## src/wal_pkg.sv

```systemverilog
// ----------------------------------------------------------------------------
// wal_pkg: shared types and constants for the write-ahead log controller
// Field widths, event and result codes, config register indexes and the
// structs passed between the sequencer and the top level.
// ----------------------------------------------------------------------------
`default_nettype none

package wal_pkg;

  localparam int unsigned DEF_LOG_SLOTS = 30;

  localparam int unsigned BLK_W     = 32;
  localparam int unsigned CNT_W     = 5;
  localparam int unsigned MODE_W    = 2;
  localparam int unsigned KIND_W    = 4;
  localparam int unsigned PIN_W     = 2;
  localparam int unsigned CFG_IDX_W = 2;
  localparam int unsigned CFG_W     = 32;

  // config register indexes
  localparam logic [CFG_IDX_W-1:0] CFG_LOG_START  = 2'd0;
  localparam logic [CFG_IDX_W-1:0] CFG_LOG_AREA   = 2'd1;
  localparam logic [CFG_IDX_W-1:0] CFG_MAX_PER_OP = 2'd2;

  // config reset values
  localparam logic [BLK_W-1:0] RST_LOG_START  = 32'd2;
  localparam logic [CNT_W-1:0] RST_LOG_AREA   = 5'd30;
  localparam logic [CNT_W-1:0] RST_MAX_PER_OP = 5'd10;

  typedef enum logic [MODE_W-1:0] {
    MODE_BEGIN   = 2'd0,
    MODE_END     = 2'd1,
    MODE_WRITE   = 2'd2,
    MODE_RECOVER = 2'd3
  } mode_t;

  typedef enum logic [KIND_W-1:0] {
    KIND_GRANTED  = 4'd0,
    KIND_WAIT     = 4'd1,
    KIND_ENDED    = 4'd2,
    KIND_NEW      = 4'd3,
    KIND_ABSORBED = 4'd4,
    KIND_COPY     = 4'd5,
    KIND_HDR      = 4'd6,
    KIND_TOO_BIG  = 4'd7,
    KIND_OUTSIDE  = 4'd8,
    KIND_NO_OPEN  = 4'd9
  } kind_t;

  typedef enum logic [PIN_W-1:0] {
    PIN_NONE  = 2'd0,
    PIN_PIN   = 2'd1,
    PIN_UNPIN = 2'd2
  } pin_t;

  typedef struct packed {
    logic [BLK_W-1:0] log_start;
    logic [CNT_W-1:0] log_area;
    logic [CNT_W-1:0] max_per_op;
  } cfg_t;

  typedef struct packed {
    kind_t            kind;
    logic [BLK_W-1:0] src;
    logic [BLK_W-1:0] dst;
    logic [CNT_W-1:0] cnt;
    pin_t             pin;
    logic             last;
  } res_t;

endpackage

`default_nettype wire

```

## src/wal_if.sv

```systemverilog
// ----------------------------------------------------------------------------
// wal_if: valid/ready channels of the write-ahead log controller
// Event channel (in) and result channel (out), one word per handshake.
// ----------------------------------------------------------------------------
`default_nettype none

interface wal_in_if;
  import wal_pkg::*;

  logic              valid;
  logic              ready;
  logic [MODE_W-1:0] mode;
  logic [BLK_W-1:0]  block_number;
  logic [CNT_W-1:0]  entry_count;

  modport source (output valid, output mode, output block_number, output entry_count,
                  input ready);
  modport sink   (input valid, input mode, input block_number, input entry_count,
                  output ready);
endinterface

interface wal_out_if;
  import wal_pkg::*;

  logic              valid;
  logic              ready;
  logic [KIND_W-1:0] kind;
  logic [BLK_W-1:0]  source_block;
  logic [BLK_W-1:0]  dest_block;
  logic [CNT_W-1:0]  header_count;
  logic [PIN_W-1:0]  pin_change;
  logic              last;

  modport source (output valid, output kind, output source_block, output dest_block,
                  output header_count, output pin_change, output last, input ready);
  modport sink   (input valid, input kind, input source_block, input dest_block,
                  input header_count, input pin_change, input last, output ready);
endinterface

`default_nettype wire

```

## src/write_ahead_log_controller_top.sv

```systemverilog
// ----------------------------------------------------------------------------
// write_ahead_log_controller_top: redo-log transaction controller
// Admits operations, records logged blocks with absorption, runs group
// commit and recovery replay as a stream of result words.
// ----------------------------------------------------------------------------
//
//  Channel  Dir  Handshake           Word
//  -------  ---  ------------------  ----------------------------------------
//  in_ch    in   valid/ready         mode, block_number, entry_count
//  out_ch   out  valid/ready         kind, source/dest block, count, pin, last
//  cfg_*    in   cfg_we (no stall)   cfg_index selects register, cfg_wdata
//
//  Begin, an end without commit and rejected writes: one word, loaded into
//  the output register once it is free. A block write walks the table
//  through the single RAM read port, one entry a cycle; an empty table takes
//  the block with no walk. Commit emits 2n + 2 words, one a cycle while the
//  output register is free; recovery entries are stored, replay is n + 1 words.
//  Reset is synchronous: counters and config registers return to defaults,
//  the block table is not cleared. A low out ready stalls only emitting states;
//  an event is taken only while the sequencer is idle, even if a word waits.
// ----------------------------------------------------------------------------
`default_nettype none

module write_ahead_log_controller_top #(
  parameter int unsigned LOG_SLOTS = wal_pkg::DEF_LOG_SLOTS
) (
  input  wire logic                         clk,
  input  wire logic                         rst_n,
  wal_in_if.sink                            in_ch,
  wal_out_if.source                         out_ch,
  input  wire logic                         cfg_we,
  input  wire logic [wal_pkg::CFG_IDX_W-1:0] cfg_index,
  input  wire logic [wal_pkg::CFG_W-1:0]     cfg_wdata
);
  import wal_pkg::*;

  cfg_t cfg_r;         // config registers
  logic out_valid_r;   // output word register
  res_t out_res_r;
  logic slot_free;     // output register empty or being drained
  logic res_load;
  res_t res;

  // config writes: unknown indexes are dropped
  always_ff @(posedge clk) begin
    if (!rst_n) begin
      cfg_r.log_start  <= RST_LOG_START;
      cfg_r.log_area   <= RST_LOG_AREA;
      cfg_r.max_per_op <= RST_MAX_PER_OP;
    end else if (cfg_we) begin
      unique case (cfg_index)
        CFG_LOG_START:  cfg_r.log_start  <= cfg_wdata;
        CFG_LOG_AREA:   cfg_r.log_area   <= cfg_wdata[CNT_W-1:0];
        CFG_MAX_PER_OP: cfg_r.max_per_op <= cfg_wdata[CNT_W-1:0];
        default: ;
      endcase
    end
  end

  wal_core #(.LOG_SLOTS(LOG_SLOTS)) u_core (
    .clk       (clk),
    .rst_n     (rst_n),
    .cfg       (cfg_r),
    .in_valid  (in_ch.valid),
    .in_ready  (in_ch.ready),
    .in_mode   (in_ch.mode),
    .in_blk    (in_ch.block_number),
    .in_cnt    (in_ch.entry_count),
    .slot_free (slot_free),
    .res_load  (res_load),
    .res       (res)
  );

  // single output register parts the sequencer from the result sink
  assign slot_free = !out_valid_r || out_ch.ready;

  always_ff @(posedge clk) begin
    if (!rst_n) begin
      out_valid_r <= 1'b0;
    end else if (res_load) begin
      out_valid_r <= 1'b1;
    end else if (out_ch.ready) begin
      out_valid_r <= 1'b0;
    end
  end

  always_ff @(posedge clk) begin
    if (res_load) begin
      out_res_r <= res;
    end
  end

  assign out_ch.valid        = out_valid_r;
  assign out_ch.kind         = out_res_r.kind;
  assign out_ch.source_block = out_res_r.src;
  assign out_ch.dest_block   = out_res_r.dst;
  assign out_ch.header_count = out_res_r.cnt;
  assign out_ch.pin_change   = out_res_r.pin;
  assign out_ch.last         = out_res_r.last;

endmodule

`default_nettype wire

```

## src/wal_ram.sv

```systemverilog
// ----------------------------------------------------------------------------
// wal_ram: generic single-write, single-read RAM
// Registered read, write-first on an address clash; read data holds while
// no read is issued.
// ----------------------------------------------------------------------------
`default_nettype none

module wal_ram #(
  parameter int unsigned WIDTH = 32,
  parameter int unsigned DEPTH = 30,
  localparam int unsigned AW   = (DEPTH > 1) ? $clog2(DEPTH) : 1
) (
  input  wire logic             clk,
  input  wire logic             we,
  input  wire logic [AW-1:0]    waddr,
  input  wire logic [WIDTH-1:0] wdata,
  input  wire logic             re,
  input  wire logic [AW-1:0]    raddr,
  output logic      [WIDTH-1:0] rdata
);

  logic [WIDTH-1:0] mem [DEPTH];

  always_ff @(posedge clk) begin
    if (we) begin
      mem[waddr] <= wdata;
    end
    if (re) begin
      rdata <= (we && (waddr == raddr)) ? wdata : mem[raddr];
    end
  end

endmodule

`default_nettype wire

```

## src/wal_core.sv

```systemverilog
// ----------------------------------------------------------------------------
// wal_core: event sequencer for the write-ahead log controller
// Holds the op and table counters, walks the block table through one RAM
// read port and one comparator, and emits one result word at a time.
// ----------------------------------------------------------------------------
`default_nettype none

module wal_core #(
  parameter int unsigned LOG_SLOTS = wal_pkg::DEF_LOG_SLOTS
) (
  input  wire logic                      clk,
  input  wire logic                      rst_n,
  input  wire wal_pkg::cfg_t             cfg,
  input  wire logic                      in_valid,
  output logic                           in_ready,
  input  wire logic [wal_pkg::MODE_W-1:0] in_mode,
  input  wire logic [wal_pkg::BLK_W-1:0]  in_blk,
  input  wire logic [wal_pkg::CNT_W-1:0]  in_cnt,
  input  wire logic                      slot_free,
  output logic                           res_load,
  output wal_pkg::res_t                  res
);
  import wal_pkg::*;

  localparam int unsigned IDX_W   = (LOG_SLOTS > 1) ? $clog2(LOG_SLOTS) : 1;
  localparam logic [CNT_W-1:0] SLOTS_C = CNT_W'(LOG_SLOTS);
  localparam int unsigned NEED_W  = 12;

  typedef enum logic [4:0] {
    ST_IDLE = 5'b00001,
    ST_EMIT = 5'b00010,
    ST_SCAN = 5'b00100,
    ST_COPY = 5'b01000,
    ST_HDR  = 5'b10000
  } state_t;

  // which copy pass is running
  typedef enum logic [1:0] {
    PASS_LOG    = 2'd0,
    PASS_HOME   = 2'd1,
    PASS_REPLAY = 2'd2
  } pass_t;

  state_t           state_r, state_nxt;
  pass_t            pass_r, pass_nxt;
  logic [IDX_W-1:0] idx_r, idx_nxt;
  logic [CNT_W-1:0] n_r, n_nxt;
  logic [BLK_W-1:0] blk_r, blk_nxt;
  logic [CNT_W-1:0] open_ops_r, open_ops_nxt;
  logic [CNT_W-1:0] logged_r, logged_nxt;
  logic [CNT_W-1:0] recv_r, recv_nxt;
  res_t             pend_r, pend_nxt;

  logic             ram_we, ram_re;
  logic [IDX_W-1:0] ram_waddr, ram_raddr;
  logic [BLK_W-1:0] ram_wdata, ram_rdata;

  logic              accept;
  logic [CNT_W:0]    idx_inc;
  logic              idx_at_end_n, idx_at_end_log;
  logic [BLK_W-1:0]  slot_addr;
  logic [CNT_W:0]    ops_inc;
  logic [10:0]       admit_prod;
  logic [NEED_W-1:0] admit_need;
  logic              too_big;
  logic [CNT_W-1:0]  rec_n, recv_new;

  function automatic res_t mk_res(kind_t k, logic [BLK_W-1:0] s, logic [BLK_W-1:0] d,
                                  logic [CNT_W-1:0] c, pin_t p, logic l);
    res_t r;
    r.kind = k;
    r.src  = s;
    r.dst  = d;
    r.cnt  = c;
    r.pin  = p;
    r.last = l;
    return r;
  endfunction

  wal_ram #(.WIDTH(BLK_W), .DEPTH(LOG_SLOTS)) u_ram (
    .clk   (clk),
    .we    (ram_we),
    .waddr (ram_waddr),
    .wdata (ram_wdata),
    .re    (ram_re),
    .raddr (ram_raddr),
    .rdata (ram_rdata)
  );

  assign in_ready = (state_r == ST_IDLE);
  assign accept   = in_valid && in_ready;

  assign idx_inc        = (CNT_W + 1)'(idx_r) + (CNT_W + 1)'(1);
  assign idx_at_end_n   = (idx_inc == {1'b0, n_r});
  assign idx_at_end_log = (idx_inc == {1'b0, logged_r});
  assign slot_addr      = cfg.log_start + BLK_W'(idx_r) + BLK_W'(1);

  // admission: logged + (open + 1) * max_per_op
  assign ops_inc    = {1'b0, open_ops_r} + (CNT_W + 1)'(1);
  assign admit_prod = 11'(ops_inc) * 11'(cfg.max_per_op);
  assign admit_need = NEED_W'(logged_r) + NEED_W'(admit_prod);

  // logged >= area - 1 (or >= LOG_SLOTS), done as logged + 1 >= area so small areas saturate
  assign too_big = (logged_r >= SLOTS_C) ||
                   (({1'b0, logged_r} + (CNT_W + 1)'(1)) >= {1'b0, cfg.log_area});

  assign rec_n    = (in_cnt > SLOTS_C) ? SLOTS_C : in_cnt;
  assign recv_new = (recv_r < rec_n) ? recv_r + CNT_W'(1) : recv_r;

  always_comb begin
    state_nxt    = state_r;
    pass_nxt     = pass_r;
    idx_nxt      = idx_r;
    n_nxt        = n_r;
    blk_nxt      = blk_r;
    open_ops_nxt = open_ops_r;
    logged_nxt   = logged_r;
    recv_nxt     = recv_r;
    pend_nxt     = pend_r;
    ram_we       = 1'b0;
    ram_waddr    = '0;
    ram_wdata    = blk_r;
    ram_re       = 1'b0;
    ram_raddr    = '0;
    res_load     = 1'b0;
    res          = mk_res(KIND_COPY, '0, '0, '0, PIN_NONE, 1'b0);

    unique case (state_r)
      ST_IDLE: begin
        if (accept) begin
          unique case (mode_t'(in_mode))
            MODE_BEGIN: begin
              state_nxt = ST_EMIT;
              if ((admit_need > NEED_W'(LOG_SLOTS)) || (open_ops_r == '1)) begin
                pend_nxt = mk_res(KIND_WAIT, '0, '0, logged_r, PIN_NONE, 1'b1);
              end else begin
                open_ops_nxt = open_ops_r + CNT_W'(1);
                pend_nxt     = mk_res(KIND_GRANTED, '0, '0, logged_r, PIN_NONE, 1'b1);
              end
            end
            MODE_END: begin
              if (open_ops_r == '0) begin
                state_nxt = ST_EMIT;
                pend_nxt  = mk_res(KIND_NO_OPEN, '0, '0, logged_r, PIN_NONE, 1'b1);
              end else begin
                open_ops_nxt = open_ops_r - CNT_W'(1);
                if ((open_ops_r == CNT_W'(1)) && (logged_r != '0)) begin
                  // group commit: first pass copies table entries into log slots
                  n_nxt     = logged_r;
                  pass_nxt  = PASS_LOG;
                  idx_nxt   = '0;
                  ram_re    = 1'b1;
                  state_nxt = ST_COPY;
                end else begin
                  state_nxt = ST_EMIT;
                  pend_nxt  = mk_res(KIND_ENDED, '0, '0, logged_r, PIN_NONE, 1'b1);
                end
              end
            end
            MODE_WRITE: begin
              if (too_big) begin
                state_nxt = ST_EMIT;
                pend_nxt  = mk_res(KIND_TOO_BIG, '0, '0, logged_r, PIN_NONE, 1'b1);
              end else if (open_ops_r == '0) begin
                state_nxt = ST_EMIT;
                pend_nxt  = mk_res(KIND_OUTSIDE, '0, '0, logged_r, PIN_NONE, 1'b1);
              end else if (logged_r == '0) begin
                ram_we     = 1'b1;
                ram_wdata  = in_blk;
                logged_nxt = CNT_W'(1);
                state_nxt  = ST_EMIT;
                pend_nxt   = mk_res(KIND_NEW, in_blk, '0, CNT_W'(1), PIN_PIN, 1'b1);
              end else begin
                blk_nxt   = in_blk;
                idx_nxt   = '0;
                ram_re    = 1'b1;
                state_nxt = ST_SCAN;
              end
            end
            MODE_RECOVER: begin
              if (recv_r < rec_n) begin
                ram_we    = 1'b1;
                ram_waddr = recv_r[IDX_W-1:0];
                ram_wdata = in_blk;
              end
              recv_nxt = recv_new;
              if (recv_new >= rec_n) begin
                n_nxt    = rec_n;
                pass_nxt = PASS_REPLAY;
                idx_nxt  = '0;
                if (rec_n == '0) begin
                  state_nxt = ST_HDR;
                end else begin
                  ram_re    = 1'b1;
                  state_nxt = ST_COPY;
                end
              end
            end
          endcase
        end
      end

      ST_SCAN: begin
        if (ram_rdata == blk_r) begin
          state_nxt = ST_EMIT;
          pend_nxt  = mk_res(KIND_ABSORBED, blk_r, '0, logged_r, PIN_NONE, 1'b1);
        end else if (idx_at_end_log) begin
          ram_we     = 1'b1;
          ram_waddr  = logged_r[IDX_W-1:0];
          logged_nxt = logged_r + CNT_W'(1);
          state_nxt  = ST_EMIT;
          pend_nxt   = mk_res(KIND_NEW, blk_r, '0, logged_r + CNT_W'(1), PIN_PIN, 1'b1);
        end else begin
          ram_re    = 1'b1;
          ram_raddr = idx_r + IDX_W'(1);
          idx_nxt   = idx_r + IDX_W'(1);
        end
      end

      ST_EMIT: begin
        if (slot_free) begin
          res_load  = 1'b1;
          res       = pend_r;
          state_nxt = ST_IDLE;
        end
      end

      ST_COPY: begin
        if (slot_free) begin
          res_load = 1'b1;
          unique case (pass_r)
            PASS_LOG:  res = mk_res(KIND_COPY, ram_rdata, slot_addr, '0, PIN_NONE, 1'b0);
            PASS_HOME: res = mk_res(KIND_COPY, slot_addr, ram_rdata, '0, PIN_UNPIN, 1'b0);
            default:   res = mk_res(KIND_COPY, slot_addr, ram_rdata, '0, PIN_NONE, 1'b0);
          endcase
          if (idx_at_end_n) begin
            state_nxt = ST_HDR;
          end else begin
            ram_re    = 1'b1;
            ram_raddr = idx_r + IDX_W'(1);
            idx_nxt   = idx_r + IDX_W'(1);
          end
        end
      end

      ST_HDR: begin
        if (slot_free) begin
          res_load = 1'b1;
          if (pass_r == PASS_LOG) begin
            res       = mk_res(KIND_HDR, '0, cfg.log_start, n_r, PIN_NONE, 1'b0);
            pass_nxt  = PASS_HOME;
            idx_nxt   = '0;
            ram_re    = 1'b1;
            state_nxt = ST_COPY;
          end else begin
            res        = mk_res(KIND_HDR, '0, cfg.log_start, '0, PIN_NONE, 1'b1);
            logged_nxt = '0;
            if (pass_r == PASS_REPLAY) begin
              recv_nxt = '0;
            end
            state_nxt = ST_IDLE;
          end
        end
      end

      default: begin
        state_nxt = ST_IDLE;
      end
    endcase
  end

  always_ff @(posedge clk) begin
    if (!rst_n) begin
      state_r    <= ST_IDLE;
      pass_r     <= PASS_LOG;
      open_ops_r <= '0;
      logged_r   <= '0;
      recv_r     <= '0;
    end else begin
      state_r    <= state_nxt;
      pass_r     <= pass_nxt;
      open_ops_r <= open_ops_nxt;
      logged_r   <= logged_nxt;
      recv_r     <= recv_nxt;
    end
  end

  always_ff @(posedge clk) begin
    idx_r  <= idx_nxt;
    n_r    <= n_nxt;
    blk_r  <= blk_nxt;
    pend_r <= pend_nxt;
  end

endmodule

`default_nettype wire

```

## src/flat_wrapper.sv

```systemverilog
// flat-port wrapper written by rule: the top's interface ports become plain ports
module write_ahead_log_controller_top_flat import wal_pkg::*;
#(
  parameter int unsigned LOG_SLOTS = wal_pkg::DEF_LOG_SLOTS
)
  (clk, rst_n, cfg_we, cfg_index, cfg_wdata, in_ch_valid, in_ch_mode, in_ch_block_number, in_ch_entry_count, in_ch_ready, out_ch_valid, out_ch_kind, out_ch_source_block, out_ch_dest_block, out_ch_header_count, out_ch_pin_change, out_ch_last, out_ch_ready);
  wal_in_if in_ch_i ();
  wal_out_if out_ch_i ();
  input  wire logic clk;
  input  wire logic rst_n;
  input  wire logic cfg_we;
  input  wire logic [wal_pkg::CFG_IDX_W-1:0] cfg_index;
  input  wire logic [wal_pkg::CFG_W-1:0] cfg_wdata;
  input wire logic [$bits(in_ch_i.valid)-1:0] in_ch_valid;
  input wire logic [$bits(in_ch_i.mode)-1:0] in_ch_mode;
  input wire logic [$bits(in_ch_i.block_number)-1:0] in_ch_block_number;
  input wire logic [$bits(in_ch_i.entry_count)-1:0] in_ch_entry_count;
  output wire logic [$bits(in_ch_i.ready)-1:0] in_ch_ready;
  output wire logic [$bits(out_ch_i.valid)-1:0] out_ch_valid;
  output wire logic [$bits(out_ch_i.kind)-1:0] out_ch_kind;
  output wire logic [$bits(out_ch_i.source_block)-1:0] out_ch_source_block;
  output wire logic [$bits(out_ch_i.dest_block)-1:0] out_ch_dest_block;
  output wire logic [$bits(out_ch_i.header_count)-1:0] out_ch_header_count;
  output wire logic [$bits(out_ch_i.pin_change)-1:0] out_ch_pin_change;
  output wire logic [$bits(out_ch_i.last)-1:0] out_ch_last;
  input wire logic [$bits(out_ch_i.ready)-1:0] out_ch_ready;
  assign in_ch_i.valid = in_ch_valid;
  assign in_ch_i.mode = in_ch_mode;
  assign in_ch_i.block_number = in_ch_block_number;
  assign in_ch_i.entry_count = in_ch_entry_count;
  assign in_ch_ready = in_ch_i.ready;
  assign out_ch_valid = out_ch_i.valid;
  assign out_ch_kind = out_ch_i.kind;
  assign out_ch_source_block = out_ch_i.source_block;
  assign out_ch_dest_block = out_ch_i.dest_block;
  assign out_ch_header_count = out_ch_i.header_count;
  assign out_ch_pin_change = out_ch_i.pin_change;
  assign out_ch_last = out_ch_i.last;
  assign out_ch_i.ready = out_ch_ready;
  write_ahead_log_controller_top #(.LOG_SLOTS(LOG_SLOTS)) u_core (.clk(clk), .rst_n(rst_n), .in_ch(in_ch_i), .out_ch(out_ch_i), .cfg_we(cfg_we), .cfg_index(cfg_index), .cfg_wdata(cfg_wdata));
endmodule
```

## config.mk

```make
export PLATFORM = sky130hd
export DESIGN_NAME = write_ahead_log_controller_top_flat
export DESIGN_NICKNAME = d
export VERILOG_FILES = /design/src/wal_pkg.sv /design/src/wal_if.sv /design/src/write_ahead_log_controller_top.sv /design/src/wal_ram.sv /design/src/wal_core.sv /design/src/flat_wrapper.sv
export SDC_FILE = /design/constraint.sdc
export NUM_CORES = 2
export LEC_CHECK = 0
export BUFFER_PORTS_ARGS = -buffer_cell sky130_fd_sc_hd__buf_2
export CAP_MARGIN = 30
export CORE_UTILIZATION = 55
export CTS_BUF_LIST = sky130_fd_sc_hd__clkbuf_16
export DETAILED_ROUTE_END_ITERATION = 6
export GPL_ROUTABILITY_DRIVEN = 0
export PLACE_DENSITY = 0.72
export SETUP_SLACK_MARGIN = 0.5
export SYNTH_ARGS = -nofsm -noshare
export SYNTH_HDL_FRONTEND = slang
export SYNTH_HIERARCHICAL = 1
export SYNTH_SLANG_ARGS = --single-unit
```

## constraint.sdc

```tcl
create_clock -name clk -period 6.7 [get_ports clk]
set_clock_uncertainty 0.2 [all_clocks]
set_input_delay 0.67 -clock clk [delete_from_list [all_inputs] [get_ports clk]]
set_output_delay 0.67 -clock clk [all_outputs]
set_load 0.005 [all_outputs]
```

==> flow_metrics.py <==
metrics = {
    "worst_setup_path": {
        "reg2reg_depth": 14,
        "endpoint_kind": "register",
        "worstPathArrival_ps": 6030,
        "start_kind": "register",
        "rr_endpoint": "u_core/u_core/u_ram/rdata[4]$_DFFE_PP_",
        "r2r-start": "u_core/u_core/u_ram/rdata[12]$_DFFE_PP_",
        "critPathLaunch": "u_core/u_core/u_ram/rdata[12]$_DFFE_PP_",
        "path_class": "reg -> reg",
        "path_max_fanout": 79,
        "worst-r2r-setup-slack_ps": 870,
        "required_ps": 6900,
    },
    "global_routing": {
        "grt_pass1_vias": 30501,
        "grt_start_max_net_pins": 124,
        "globalRouteOverflowTotal": 0,
        "grt_use_total_pct": 27.5,
        "grt_antenna_before_repair": 3,
        "grt_pass1_wl_mm": 194,
    },
    "route": {
        "finalWirelength_mm": 132,
        "drcViolationCount": 4,
        "drt_pass1_iterations": 7,
        "final_antenna_net_count": 0,
        "drt-initial-drc-count": 4114,
        "routed-via-count": 30930,
        "avgViaCountPerCell": 6.40,
        "wl_per_cell_um": 27.3,
    },
    "synth": {
        "synth_area_leaders": "edfxtp_1 (67%), mux4_2 (7.9%), mux2i_1 (3.0%)",
        "mappedNetlistNets": 3386,
        "yosys_warnings": 6,
        "yosysMostFrequentCell": "edfxtp_1",
        "yosys_register_bits": 1217,
        "syn_area_sq_um": 52000,
        "synth_top_cell_area_share_pct": 66.6,
        "syn_avg_cell_area_sq_um": 16.1,
        "synthTopCellsByCount": "edfxtp_1 (1152), nand2_1 (239), mux4_2 (182), nor2_1 (176), mux2i_1 (155)",
        "async_flop_share_pct": 0,
        "syn_inst": 3234,
        "yosys.area.top_type": "edfxtp_1",
        "synth_enable_flop_cells": 1152,
        "ys_seq_area_share_pct": 69.1,
        "synth.distinct_cells": 93,
        "synthFlopType": "edfxtp_1",
    },
    "sta": {
        "setup_violations": 0,
        "worstMarginPinSlew_ps": 1180,
        "timing.fmax_ghz": 0.171,
        "slew_headroom_pct": 19.4,
        "fin_crit_sh_pct": 87.1,
        "hold_violations": 0,
        "fin_tns_setup_ps": 0,
        "rsz0062_at_grt": "false",
        "period_needed_ps": 5830,
        "slew_violations": 0,
    },
    "finish": {
        "stdcell_area_sq_um": 59000,
        "drive_above_1_share_pct": 19.7,
        "fill_cells": 6490,
        "post-route-util_pct": 63.2,
        "area_growth_pct": 13.6,
        "seqCellArea_sq_um": 35900,
        "multi_input_comb_area_sq_um": 15100,
        "finalNetCount": 3626,
    },
    "placement": {
        "hpwlAfterDp_mm": 83.0,
        "dpl_cell_area_sq_um": 54700,
        "place.port_buffers": 155,
    },
    "worst_hold_path": {
        "hold_end": "u_core/cfg_r[17]$_SDFFE_PN0P_",
        "hp-start": "cfg_wdata[7]",
        "holdPathStages": 3,
        "hold_class": "in -> reg",
    },
    "clocking": {
        "cts_tree": "built",
        "clk_latency_ps": 700,
        "cts_root_buf": "clkbuf_16",
        "numCtsBuffers": 118,
        "cts.clk_slew.worst_paths_ps": 60,
        "htreeDepth": 3,
        "clockBufferDepth": 3,
        "clock_sinks": 1217,
    },
    "floorplan": {
        "die_x_um": 309,
        "core_area_sq_um": 93500,
        "dieArea_sq_um": 95700,
        "fp.dieH_um": 309,
        "start_util_pct": 55.6,
        "io_pins": 156,
        "rows": 112,
    },
    "power": {
        "ir_drop_mv": 0.231,
        "leakage_nw": 19.5,
        "p_per_area_nw_per_um2": 307,
    },
    "status": {
        "failed_checks": "design-rule violations",
        "status": "finished, violations left",
    },
    "job": {
        "cap_violations": 0,
    },
}
-- cells by family (layout without fill, tap and decap cells) --
group | Yosys count | after routing | synth area share [%]
mux | 350 | 350 | 11.2
simple gates | 662 | 662 | 6.03
buf+inv | 268 | 611 | 2.53
other cells | 0 | 1 | 0
flops | 1217 | 1217 | 69.1
fa+ha+maj | 75 | 75 | 2.06
compound gates | 572 | 572 | 7.64
xor+xnor | 90 | 90 | 1.52
-- registers in the layout, indices dropped and copies added, names as in the netlist, 5 cells and up --
register / count
u_core/u_core/recv_r: 5
u_core/out_ch.source_block: 32
u_core/u_core/state_r: 5
u_core/u_core/blk_r: 32
u_core/out_ch.dest_block: 32
u_core/u_core/u_ram/rdata: 32
u_core/u_core/u_ram/mem: 960
u_core/u_core/n_r: 5
u_core/out_ch.header_count: 5
u_core/cfg_r: 42
u_core/u_core/pend_r: 42
u_core/u_core/logged_r: 5
u_core/u_core/idx_r: 5
u_core/u_core/open_ops_r: 5
-- placed cells by master, fill, tap and decap left out, types with 23 or more instances in the layout --
cell type,count
buf_2,156
nand2_1,239
nor2b_1,57
xnor2_1,34
nor3_1,28
inv_1,101
ha_1,56
clkbuf_16,119
dfxtp_1,65
nor2_4,35
clkinv_1,28
and2_1,32
a22o_1,71
nor2_1,140
clkinv_2,26
o21ai_0,135
nand3_1,26
a22oi_1,52
buf_4,84
mux2i_1,155
xor2_1,56
a21oi_1,81
a211oi_1,57
dlygate4sd3_1,40
edfxtp_1,1152
o22ai_1,23
mux4_2,182
-- worst max-delay path, stage by stage (launching register included) --
cell and delay (ps):
edfxtp_1 500, xor2_1 190, nor4_1 600, nand4_1 340
o31ai_4 720, nor2_1 260, a21oi_1 190, buf_4 210
nor2_4 90, buf_12 260, mux4_2 520, nand2_1 90
nand2_1 120, a2111oi_0 1050, nor3_1 100
-- final cells by class --
class	instances	share of cell area [%]
Inverter	83	0.528
Antenna cell	1	0.00424
Tap cell	1254	2.66
Sequential cell	1217	60.8
Multi-Input combinational cell	1749	25.5
Timing Repair Buffer	305	3.95
Clock buffer	119	5.04
Clock inverter	104	1.51
-- timing repair --
action / CTS / global route
hold buffers: 40 / 0
endpoints found under the hold margin: 40 / 0
gates resized for setup: 0 / 0
setup buffers: 0 / 0
-- power breakdown --
group          switching [mW]  internal (mW)  total [mW]
sequential              0.173           8.83        9.00
clock                    2.84           3.74        6.57
combinational            1.66          0.877        2.54
-- routing by layer --
metal	share of wire (%)	vias to the layer above	wire (um)	global-route usage (%)
met3	10	279	13200	4.49
li1	-	13169	-	-
met5	0	-	0	0
met2	47	1979	62300	44.4
met4	3.5	0	4630	9.35
met1	39	15503	51600	38.3
-- worst max-delay path by stage --
| stage | depth (start not counted) | endpoint |
|---|---|---|
| floorplan | 13 | u_core/u_core/u_ram/mem[12][0]$_DFFE_PP_ |
| global route | 15 | u_core/u_core/u_ram/rdata[23]$_DFFE_PP_ |
| finish | 14 | u_core/u_core/u_ram/rdata[4]$_DFFE_PP_ |
| global placement | 14 | u_core/u_core/u_ram/rdata[19]$_DFFE_PP_ |
| detailed placement | 15 | u_core/u_core/u_ram/rdata[26]$_DFFE_PP_ |
| CTS | 15 | u_core/u_core/u_ram/rdata[26]$_DFFE_PP_ |
-- metrics by stage --
step / hold slack (ps) / instances / total power, mW / worst slack (ps)
6_report: 31.6 / 4832 / 18.1 / 866
5_1_grt: 5.16 / 4832 / 18.6 / 728
4_1_cts: 1.66 / 4826 / 18.1 / 975
3_5_place_dp: 269 / 4563 / 11.6 / 1030
3_3_place_gp: 260 / 4552 / 11.5 / 942
2_1_floorplan: 235 / 3234 / 10.6 / 1340
Power figures use the tool's default switching activity.
